[src/rtl/core/sts_hdp_pkg.sv]
// Shared types, character constants and name tables for the
// Strict-Transport-Security header directive parser. No dependencies.
package sts_hdp_pkg;

    // Directive parse phase
    typedef enum logic [4:0] {
        PH_LEAD      = 5'b00001,
        PH_NAME      = 5'b00010,
        PH_SKIP_LEAD = 5'b00100,
        PH_SKIP      = 5'b01000,
        PH_NUM       = 5'b10000
    } t_phase;

    // max-age value sub-state
    typedef enum logic [4:0] {
        NS_LEAD   = 5'b00001,
        NS_SIGN   = 5'b00010,
        NS_DIGITS = 5'b00100,
        NS_TRAIL  = 5'b01000,
        NS_JUNK   = 5'b10000
    } t_num;

    // Running control state of the parser (the age values travel apart,
    // their width follows the top-level parameter)
    typedef struct packed {
        t_phase     phase;
        logic [4:0] name_len;
        logic       match_age;
        logic       match_sub;
        logic       space_seen;
        t_num       num;
        logic       neg;
        logic       age_held;
        logic       neg_held;
        logic       sub_seen;
        logic       failed;
        logic       stopped;
    } t_ctl;

    localparam t_ctl CTL_RESET = '{
        phase:      PH_LEAD,
        name_len:   5'd0,
        match_age:  1'b1,
        match_sub:  1'b1,
        space_seen: 1'b0,
        num:        NS_LEAD,
        neg:        1'b0,
        age_held:   1'b0,
        neg_held:   1'b0,
        sub_seen:   1'b0,
        failed:     1'b0,
        stopped:    1'b0
    };

    localparam logic [7:0] CH_SEMI  = 8'h3B;
    localparam logic [7:0] CH_COMMA = 8'h2C;
    localparam logic [7:0] CH_EQ    = 8'h3D;
    localparam logic [7:0] CH_SPACE = 8'h20;
    localparam logic [7:0] CH_PLUS  = 8'h2B;
    localparam logic [7:0] CH_MINUS = 8'h2D;
    localparam logic [7:0] CH_ZERO  = 8'h30;
    localparam logic [7:0] CH_NINE  = 8'h39;
    localparam logic [7:0] CH_CTRL  = 8'h20;   // bytes below this are control

    localparam logic [4:0] LEN_AGE  = 5'd7;
    localparam logic [4:0] LEN_SUB  = 5'd17;
    localparam logic [4:0] LEN_MAX  = 5'd31;

    localparam logic [3:0] DEC_BASE = 4'd10;

    localparam logic [30:0] OUT_MAX = 31'h7FFF_FFFF;

    // Space and TAB..CR
    function automatic logic is_ws(input logic [7:0] c);
        return (c == CH_SPACE) || (c >= 8'h09 && c <= 8'h0D);
    endfunction

    function automatic logic [7:0] to_lower(input logic [7:0] c);
        return (c >= 8'h41 && c <= 8'h5A) ? c + 8'h20 : c;
    endfunction

    // "max-age", lower case
    function automatic logic [7:0] char_age(input logic [2:0] idx);
        logic [7:0] ch;
        case (idx)
            3'd0:    ch = 8'h6D;
            3'd1:    ch = 8'h61;
            3'd2:    ch = 8'h78;
            3'd3:    ch = 8'h2D;
            3'd4:    ch = 8'h61;
            3'd5:    ch = 8'h67;
            3'd6:    ch = 8'h65;
            default: ch = 8'h00;
        endcase
        return ch;
    endfunction

    // "includesubdomains", lower case
    function automatic logic [7:0] char_sub(input logic [4:0] idx);
        logic [7:0] ch;
        case (idx)
            5'd0:    ch = 8'h69;
            5'd1:    ch = 8'h6E;
            5'd2:    ch = 8'h63;
            5'd3:    ch = 8'h6C;
            5'd4:    ch = 8'h75;
            5'd5:    ch = 8'h64;
            5'd6:    ch = 8'h65;
            5'd7:    ch = 8'h73;
            5'd8:    ch = 8'h75;
            5'd9:    ch = 8'h62;
            5'd10:   ch = 8'h64;
            5'd11:   ch = 8'h6F;
            5'd12:   ch = 8'h6D;
            5'd13:   ch = 8'h61;
            5'd14:   ch = 8'h69;
            5'd15:   ch = 8'h6E;
            5'd16:   ch = 8'h73;
            default: ch = 8'h00;
        endcase
        return ch;
    endfunction

endpackage

[src/rtl/core/sts_hdp_feed.sv]
// One character step of the directive parser: next parse state from the
// current state and one byte. Purely combinational. Uses sts_hdp_pkg.
module sts_hdp_feed #(
    parameter int AGE_BITS = 31
) (
    input  sts_hdp_pkg::t_ctl    i_ctl,
    input  logic [AGE_BITS-1:0]  i_acc,
    input  logic [AGE_BITS-1:0]  i_age,
    input  logic [7:0]           i_char,
    output sts_hdp_pkg::t_ctl    o_ctl,
    output logic [AGE_BITS-1:0]  o_acc,
    output logic [AGE_BITS-1:0]  o_age
);

    localparam logic [AGE_BITS-1:0] AGE_MAX = {AGE_BITS{1'b1}};
    localparam int PW = AGE_BITS + 4;

    sts_hdp_pkg::t_ctl    ctl;
    sts_hdp_pkg::t_phase  ph;
    sts_hdp_pkg::t_num    sub;
    logic                 go;
    logic                 do_end;
    logic                 has_val;
    logic                 do_fin;
    logic                 do_begin;
    logic                 do_stop;
    logic                 is_age;
    logic                 is_sub;
    logic                 whole;
    logic                 neg_val;
    logic                 digit;
    logic [7:0]           lc;
    logic [PW-1:0]        prod;
    logic [AGE_BITS-1:0]  acc;
    logic [AGE_BITS-1:0]  age;

    // acc * 10 + digit, checked against the saturation limit
    assign prod = ({4'd0, i_acc} << 3) + ({4'd0, i_acc} << 1)
                + PW'(i_char - sts_hdp_pkg::CH_ZERO);

    always_comb begin
        ctl      = i_ctl;
        acc      = i_acc;
        age      = i_age;
        ph       = i_ctl.phase;
        sub      = i_ctl.num;
        go       = 1'b0;
        do_end   = 1'b0;
        has_val  = 1'b0;
        do_fin   = 1'b0;
        do_begin = 1'b0;
        do_stop  = 1'b0;
        lc       = sts_hdp_pkg::to_lower(i_char);
        digit    = (i_char >= sts_hdp_pkg::CH_ZERO) && (i_char <= sts_hdp_pkg::CH_NINE);
        is_age   = i_ctl.match_age && (i_ctl.name_len == sts_hdp_pkg::LEN_AGE);
        is_sub   = i_ctl.match_sub && (i_ctl.name_len == sts_hdp_pkg::LEN_SUB);
        whole    = (i_ctl.num == sts_hdp_pkg::NS_DIGITS) || (i_ctl.num == sts_hdp_pkg::NS_TRAIL);
        neg_val  = i_ctl.neg && (i_acc != '0);

        if (!i_ctl.failed && !i_ctl.stopped) begin
            go = 1'b1;
            // leading whitespace before a name or a skipped value
            if (ph == sts_hdp_pkg::PH_LEAD) begin
                if (sts_hdp_pkg::is_ws(i_char)) begin
                    go = 1'b0;
                end else begin
                    ph = sts_hdp_pkg::PH_NAME;
                end
            end else if (ph == sts_hdp_pkg::PH_SKIP_LEAD) begin
                if (sts_hdp_pkg::is_ws(i_char)) begin
                    go = 1'b0;
                end else begin
                    ph = sts_hdp_pkg::PH_SKIP;
                end
            end
        end

        if (go) begin
            ctl.phase = ph;
            unique case (ph)
                sts_hdp_pkg::PH_NAME: begin
                    if (i_char < sts_hdp_pkg::CH_CTRL || i_char == sts_hdp_pkg::CH_COMMA) begin
                        do_end  = 1'b1;
                        do_stop = 1'b1;
                    end else if (i_char == sts_hdp_pkg::CH_SEMI) begin
                        do_end   = 1'b1;
                        do_begin = 1'b1;
                    end else if (i_char == sts_hdp_pkg::CH_EQ) begin
                        do_end  = 1'b1;
                        has_val = 1'b1;
                    end else if (i_char == sts_hdp_pkg::CH_SPACE) begin
                        ctl.space_seen = 1'b1;
                    end else if (i_ctl.space_seen) begin
                        ctl.match_age = 1'b0;
                        ctl.match_sub = 1'b0;
                    end else begin
                        if (i_ctl.name_len >= sts_hdp_pkg::LEN_AGE
                            || sts_hdp_pkg::char_age(i_ctl.name_len[2:0]) != lc) begin
                            ctl.match_age = 1'b0;
                        end
                        if (i_ctl.name_len >= sts_hdp_pkg::LEN_SUB
                            || sts_hdp_pkg::char_sub(i_ctl.name_len) != lc) begin
                            ctl.match_sub = 1'b0;
                        end
                        if (i_ctl.name_len < sts_hdp_pkg::LEN_MAX) begin
                            ctl.name_len = i_ctl.name_len + 5'd1;
                        end
                    end
                end
                sts_hdp_pkg::PH_SKIP: begin
                    if (i_char == sts_hdp_pkg::CH_SEMI) begin
                        do_begin = 1'b1;
                    end else if (i_char < sts_hdp_pkg::CH_CTRL) begin
                        do_stop = 1'b1;
                    end
                end
                sts_hdp_pkg::PH_NUM: begin
                    if (i_ctl.num == sts_hdp_pkg::NS_LEAD && sts_hdp_pkg::is_ws(i_char)) begin
                        // skip whitespace before the value
                    end else if (i_char == sts_hdp_pkg::CH_SEMI) begin
                        do_fin   = 1'b1;
                        do_begin = 1'b1;
                    end else if (i_char < sts_hdp_pkg::CH_CTRL) begin
                        do_fin  = 1'b1;
                        do_stop = 1'b1;
                    end else begin
                        if (digit && (i_ctl.num == sts_hdp_pkg::NS_LEAD
                                      || i_ctl.num == sts_hdp_pkg::NS_SIGN
                                      || i_ctl.num == sts_hdp_pkg::NS_DIGITS)) begin
                            acc = (prod > PW'(AGE_MAX)) ? AGE_MAX : prod[AGE_BITS-1:0];
                            sub = sts_hdp_pkg::NS_DIGITS;
                        end else if (i_ctl.num == sts_hdp_pkg::NS_LEAD
                                     && (i_char == sts_hdp_pkg::CH_PLUS
                                         || i_char == sts_hdp_pkg::CH_MINUS)) begin
                            sub = sts_hdp_pkg::NS_SIGN;
                            if (i_char == sts_hdp_pkg::CH_MINUS) begin
                                ctl.neg = 1'b1;
                            end
                        end else if (whole && i_char == sts_hdp_pkg::CH_SPACE) begin
                            sub = sts_hdp_pkg::NS_TRAIL;
                        end else begin
                            sub = sts_hdp_pkg::NS_JUNK;
                        end
                        ctl.num = sub;
                    end
                end
                default: begin
                    ctl.stopped = 1'b1;
                end
            endcase
        end

        // name complete: act on the recognized directive
        if (do_end) begin
            if (is_age && has_val) begin
                if (i_ctl.age_held) begin
                    ctl.failed = 1'b1;
                end else begin
                    ctl.phase = sts_hdp_pkg::PH_NUM;
                    ctl.num   = sts_hdp_pkg::NS_LEAD;
                    ctl.neg   = 1'b0;
                    acc       = '0;
                end
            end else if (is_sub) begin
                if (i_ctl.sub_seen || has_val) begin
                    ctl.failed = 1'b1;
                end else begin
                    ctl.sub_seen = 1'b1;
                end
            end else if (has_val) begin
                ctl.phase = sts_hdp_pkg::PH_SKIP_LEAD;
            end
        end

        // value complete: store or reject the age
        if (do_fin) begin
            if (neg_val && whole) begin
                ctl.failed = 1'b1;
            end else if (neg_val) begin
                ctl.age_held = 1'b0;
                ctl.neg_held = 1'b1;
                age          = '0;
            end else begin
                ctl.age_held = 1'b1;
                ctl.neg_held = 1'b0;
                age          = i_acc;
            end
        end

        // next directive
        if (do_begin) begin
            ctl.phase      = sts_hdp_pkg::PH_LEAD;
            ctl.name_len   = 5'd0;
            ctl.match_age  = 1'b1;
            ctl.match_sub  = 1'b1;
            ctl.space_seen = 1'b0;
        end

        if (do_stop) begin
            ctl.stopped = 1'b1;
        end
    end

    assign o_ctl = ctl;
    assign o_acc = acc;
    assign o_age = age;

endmodule

[src/rtl/core/sts_hdp_top_unused_placeholder.sv]
// Result formatter: saturates the stored age to 31 bits and packs the
// result word. Combinational. Uses sts_hdp_pkg.
module sts_hdp_result #(
    parameter int AGE_BITS = 31
) (
    input  sts_hdp_pkg::t_ctl    i_ctl,
    input  logic [AGE_BITS-1:0]  i_age,
    output logic [39:0]          o_word
);

    localparam int WB = (AGE_BITS > 31) ? AGE_BITS : 31;

    logic [WB-1:0] age_ext;
    logic [30:0]   age_sat;
    logic          ok;

    assign age_ext = WB'(i_age);
    assign age_sat = (age_ext > WB'(sts_hdp_pkg::OUT_MAX)) ? sts_hdp_pkg::OUT_MAX
                                                           : age_ext[30:0];
    assign ok      = !i_ctl.failed && i_ctl.age_held;

    // fields from bit 0: policy_valid, max_age[30:0], include_subdomains
    assign o_word = {7'd0, ok && i_ctl.sub_seen, ok ? age_sat : 31'd0, ok};

endmodule

[src/rtl/core/sts_header_directive_parser_unit.sv]
// Top level of the Strict-Transport-Security header directive parser.
// Depends on sts_hdp_pkg, sts_hdp_feed and sts_hdp_result.
//
// The block takes one header character per word and accepts a word in every
// cycle. A character word is held in the input register, then stepped through
// the parser; the final character (tlast) is followed in the same cycle by the
// end-of-string step, and the result word is registered in the output
// register. The only stall is on a final character while the previous result
// word still waits in the output register. After each result the parser
// returns to its reset state for the next header.
module sts_header_directive_parser_unit #(
    parameter int AGE_BITS = 31
) (
    input  logic        i_clk,
    input  logic        i_rst_n,
    input  logic        i_s_axis_tvalid,
    output logic        o_s_axis_tready,
    input  logic [7:0]  i_s_axis_tdata,   // [7:0] char_byte
    input  logic        i_s_axis_tlast,   // last_char
    output logic        o_m_axis_tvalid,
    input  logic        i_m_axis_tready,
    output logic [39:0] o_m_axis_tdata    // [0] policy_valid, [31:1] max_age,
                                          // [32] include_subdomains, rest zero
);

    logic                 r_in_valid;
    logic [7:0]           r_char;
    logic                 r_last;
    sts_hdp_pkg::t_ctl    r_ctl;
    logic [AGE_BITS-1:0]  r_acc;
    logic [AGE_BITS-1:0]  r_age;
    logic                 r_out_valid;
    logic [39:0]          r_out_word;

    sts_hdp_pkg::t_ctl    n_ctl;
    logic [AGE_BITS-1:0]  n_acc;
    logic [AGE_BITS-1:0]  n_age;
    sts_hdp_pkg::t_ctl    end_ctl;
    logic [AGE_BITS-1:0]  end_acc;
    logic [AGE_BITS-1:0]  end_age;
    logic [39:0]          n_out_word;
    logic                 proc;

    // step the registered word now unless it is final and the result slot is busy
    assign proc            = r_in_valid && (!r_last || !r_out_valid || i_m_axis_tready);
    assign o_s_axis_tready = !r_in_valid || proc;

    // character step, then end-of-string step for the final word
    sts_hdp_feed #(.AGE_BITS(AGE_BITS)) u_feed_char (
        .i_ctl  (r_ctl),
        .i_acc  (r_acc),
        .i_age  (r_age),
        .i_char (r_char),
        .o_ctl  (n_ctl),
        .o_acc  (n_acc),
        .o_age  (n_age)
    );

    sts_hdp_feed #(.AGE_BITS(AGE_BITS)) u_feed_end (
        .i_ctl  (n_ctl),
        .i_acc  (n_acc),
        .i_age  (n_age),
        .i_char (8'h00),
        .o_ctl  (end_ctl),
        .o_acc  (end_acc),
        .o_age  (end_age)
    );

    sts_hdp_result #(.AGE_BITS(AGE_BITS)) u_result (
        .i_ctl  (end_ctl),
        .i_age  (end_age),
        .o_word (n_out_word)
    );

    // input register
    always_ff @(posedge i_clk) begin
        if (!i_rst_n) begin
            r_in_valid <= 1'b0;
        end else if (i_s_axis_tvalid && o_s_axis_tready) begin
            r_in_valid <= 1'b1;
        end else if (proc) begin
            r_in_valid <= 1'b0;
        end
    end

    always_ff @(posedge i_clk) begin
        if (i_s_axis_tvalid && o_s_axis_tready) begin
            r_char <= i_s_axis_tdata;
            r_last <= i_s_axis_tlast;
        end
    end

    // parse state
    always_ff @(posedge i_clk) begin
        if (!i_rst_n) begin
            r_ctl <= sts_hdp_pkg::CTL_RESET;
            r_acc <= '0;
            r_age <= '0;
        end else if (proc) begin
            if (r_last) begin
                r_ctl <= sts_hdp_pkg::CTL_RESET;
                r_acc <= '0;
                r_age <= '0;
            end else begin
                r_ctl <= n_ctl;
                r_acc <= n_acc;
                r_age <= n_age;
            end
        end
    end

    // result register
    always_ff @(posedge i_clk) begin
        if (!i_rst_n) begin
            r_out_valid <= 1'b0;
        end else if (proc && r_last) begin
            r_out_valid <= 1'b1;
        end else if (i_m_axis_tready) begin
            r_out_valid <= 1'b0;
        end
    end

    always_ff @(posedge i_clk) begin
        if (proc && r_last) begin
            r_out_word <= n_out_word;
        end
    end

    assign o_m_axis_tvalid = r_out_valid;
    assign o_m_axis_tdata  = r_out_word;

endmodule

[config.mk]
export PLATFORM = sky130hd
export DESIGN_NAME = sts_header_directive_parser_unit
export DESIGN_NICKNAME = d
export VERILOG_FILES = /design/src/rtl/core/sts_hdp_pkg.sv /design/src/rtl/core/sts_hdp_feed.sv /design/src/rtl/core/sts_hdp_top_unused_placeholder.sv /design/src/rtl/core/sts_header_directive_parser_unit.sv
export SDC_FILE = /design/constraint.sdc
export NUM_CORES = 1
export LEC_CHECK = 0
export ABC_AREA = 1
export BUFFER_PORTS_ARGS = -buffer_cell sky130_fd_sc_hd__buf_2
export CAP_MARGIN = 10
export CORE_MARGIN = 10
export CORE_UTILIZATION = 45
export DETAILED_ROUTE_END_ITERATION = 6
export PLACE_DENSITY = 0.6
export SYNTH_ARGS = -nofsm -noshare
export SYNTH_HDL_FRONTEND = slang
export SYNTH_SLANG_ARGS = --single-unit
[constraint.sdc]
create_clock -name i_clk -period 9.4 [get_ports i_clk]
set_clock_uncertainty 0.05 [all_clocks]
set_input_delay 1.88 -clock i_clk [delete_from_list [all_inputs] [get_ports i_clk]]
set_output_delay 1.88 -clock i_clk [all_outputs]
set_load 0.02 [all_outputs]
==> impl_metrics.yaml <==
synth:
  synth_area_sq_um: 11090
  synth_async_sr_flop_share_pct: 0
  synth_top_area_share_pct: 17.61
  syn_inst: 1720
  synth.top_cells.by_area: "nand2_1 (18%), dfxtp_1 (17%), edfxtp_1 (11%), a21oi_1 (8.9%), inv_1 (7.5%)"
  yosys_warnings: 0
  synth-edff-count: 42
  ys_ff_latch: 135
  synth.distinct_cells: 46
  syn_avg_cell_area_sq_um: 6.446
  synth_seq_area_share_pct: 28.17
  ys.flop_type: "dfxtp_1"
  synth_top_cell_by_area: "nand2_1"
timing:
  rsz0062_at_grt: "false"
  tightest_slew_ns: 1.192
  hold_ws_ns: 0.4144
  setup_viol: 0
  drv_slew: 0
  min_period_over_period_pct: 78.44
  min_period_ns: 7.373
  hold_viol_final: 0
  fmax_ghz: 0.1356
  timing.slew.headroom_pct: 20.45
  tns_ns: 0
die:
  initial_core_util_pct: 45.72
  pin_count: 55
  row_count: 57
  die_w_um: 177.0
  fp.dieH_um: 177.0
  core_sq_um: 24250
  die-area_sq_um: 31320
run:
  maxCapViolCount: 0
run_status:
  status: "finished clean"
clock_tree:
  clkSlewWorstSetupHoldPaths_ns: 0.06
  clock_path_buffers: 2
  numCtsBuffers: 17
  cts_max_level: 4
  root_buffer: "clkbuf_16"
  post_cts_buffers: 0
  cts_tree: "built"
  cts_resized: 0
  cts_hold_buffers: 0
  clkLatencyLatePin_ns: 0.43
  cts.sinks: 135
routing:
  wirelength_mm: 32.10
  avgViaCountPerCell: 5.238
  drt-initial-drc-count: 1098
  vias: 10840
  drcViolationCount: 0
  first_pass_iters: 5
  routedWlPerCell_um: 15.51
  ant_nets: 0
placement:
  gp_congestion: 0.9252
  dpl_cell_area_sq_um: 11480
  hpwl_mm: 24.22
  io_buffers: 47
setup_path:
  criticalPathCategory: "flop to flop"
  cp.required_ns: 9.62
  cp.arrival_ns: 7.59
  critPathMaxFanout: 33
  endpoint_kind: "flop"
  crit_path_start_kind: "flop"
cells_and_area:
  mostFrequentLayoutCells: "nand2_1 (520), inv_1 (221), a21oi_1 (198), nor2_1 (173), nand3_1 (101)"
  final_common_cell: "nand2_1"
  fin_area_sq_um: 12100
  fill_cells: 2491
  synthToLayoutAreaGrowth_pct: 9.164
  diodes: 0
  post-route-util_pct: 49.91
  nets: 1829
  drive_above_1_share_pct: 7.102
power_and_ir_drop:
  p_total_mw: 1.517
  leakage_nw: 5.954
  power_density_nw_per_um2: 125.4
  vdd_drop_max_v: 0.00008820
hold_path:
  hold_class: "flop to flop"
grt:
  grt_use_total_pct: 20.57
  grt_max_degree: 75
  grt_pass1_wl_mm: 53.21
  grt-ovfl-total: 0
  antenna_found_initial: 0
  grt_pass1_vias: 10110
cells in the mapped netlist (all sizes together), types with 3 or more instances:
| cell type | instances |
|---|---|
| a21oi | 200 |
| a22oi | 18 |
| a31oi | 5 |
| buf | 33 |
| clkbuf | 35 |
| clkinv | 3 |
| dfxtp | 93 |
| edfxtp | 42 |
| fa | 30 |
| ha | 53 |
| inv | 231 |
| nand2 | 526 |
| nand3 | 105 |
| nand3b | 3 |
| nand4 | 21 |
| nor2 | 182 |
| nor3 | 16 |
| nor4 | 7 |
| o21ai | 60 |
| o22ai | 9 |
| or2 | 7 |
| xnor2 | 3 |
| xor2 | 23 |
through the flow:
step           setup WS [ns]  cells
3_3_place_gp           2.114   2038
5_1_grt                1.225   2070
2_1_floorplan          3.750   1726
4_1_cts                2.038   2070
3_5_place_dp           2.062   2038
6_report               2.027   2070
routing by layer:
metal,up-vias,part of all wire (%),GRT usage [%]
li1,5545,-,-
met1,4910,53,32.95
met2,370,39,27.51
met3,17,7.8,3.776
met4,0,0.62,3.818
met5,-,0,0
final timing paths:
| kind | from | to | slack [ns] | depth (start not counted) |
|---|---|---|---|---|
| max reg2reg | r_char[4] | o_m_axis_tdata[23] | 2.03 | 27 |
| min reg2reg | r_age[29] | r_age[29] | 0.41 | 2 |
| min | r_age[29] | r_age[29] | 0.41 | 2 |
| max | r_char[4] | o_m_axis_tdata[23] | 2.03 | 27 |
critical path, stage by stage (launching register included):
cell and delay [ns]:
edfxtp_1 0.51, ha_1 0.33, nor2_2 0.88, buf_4 0.34
fa_1 0.45, ha_1 0.39, nand2_1 0.12, nor2_1 0.19
nand2_1 0.09, nor4_1 0.17, nand2_1 0.11, nand2_1 0.08
nand2_1 0.05, nand2_1 0.05, nand2_1 0.05, nor2_2 0.90
nand2_1 0.20, nand3_1 0.20, nand2_1 0.07, nor2_1 0.10
nand2_1 0.05, nor2_1 0.19, nand2_2 0.41, nand3_2 0.18
nand2_2 0.37, nand2_2 0.21, nand2_4 0.22, nor2_1 0.19
where the power goes:
group          internal (mW)  switching [mW]
clock                  0.433           0.295
combinational         0.0494           0.121
sequential             0.609         0.00975
total                   1.09           0.426
cells by family after synthesis:
| logic type | count (synthesis) | synth area share (%) |
|---|---|---|
| other | 1 | 0.03382 |
| AO/OA/AOI/OAI | 304 | 14.68 |
| buffers and inverters | 302 | 11.09 |
| flip-flops | 135 | 28.17 |
| AND/OR/NAND/NOR | 869 | 32.57 |
| adder cells (fa/ha/maj) | 83 | 11.40 |
| XOR/XNOR | 26 | 2.054 |
area by class of cell:
cell class / count / area (sq um) / area share [%]
clock buffer: 18 / 439.2 / 3.629
clock inverter: 14 / 187.7 / 1.551
inverter: 234 / 878.3 / 7.257
multi-input combinational: 1289 / 6766 / 55.91
sequential: 135 / 3123 / 25.80
tap: 324 / 405.4 / 3.350
timing repair buffer: 56 / 302.8 / 2.502
sequential cells by signal (all words and copies together), names as in the netlist, named ones only:
signal	flops
o_m_axis_tdata	33
r_char	8
r_ctl	23
o_m_axis_tvalid	1
r_age	31
r_last	1
r_in_valid	1
r_acc	31
No activity file was read; power rests on OpenSTA's default activity.
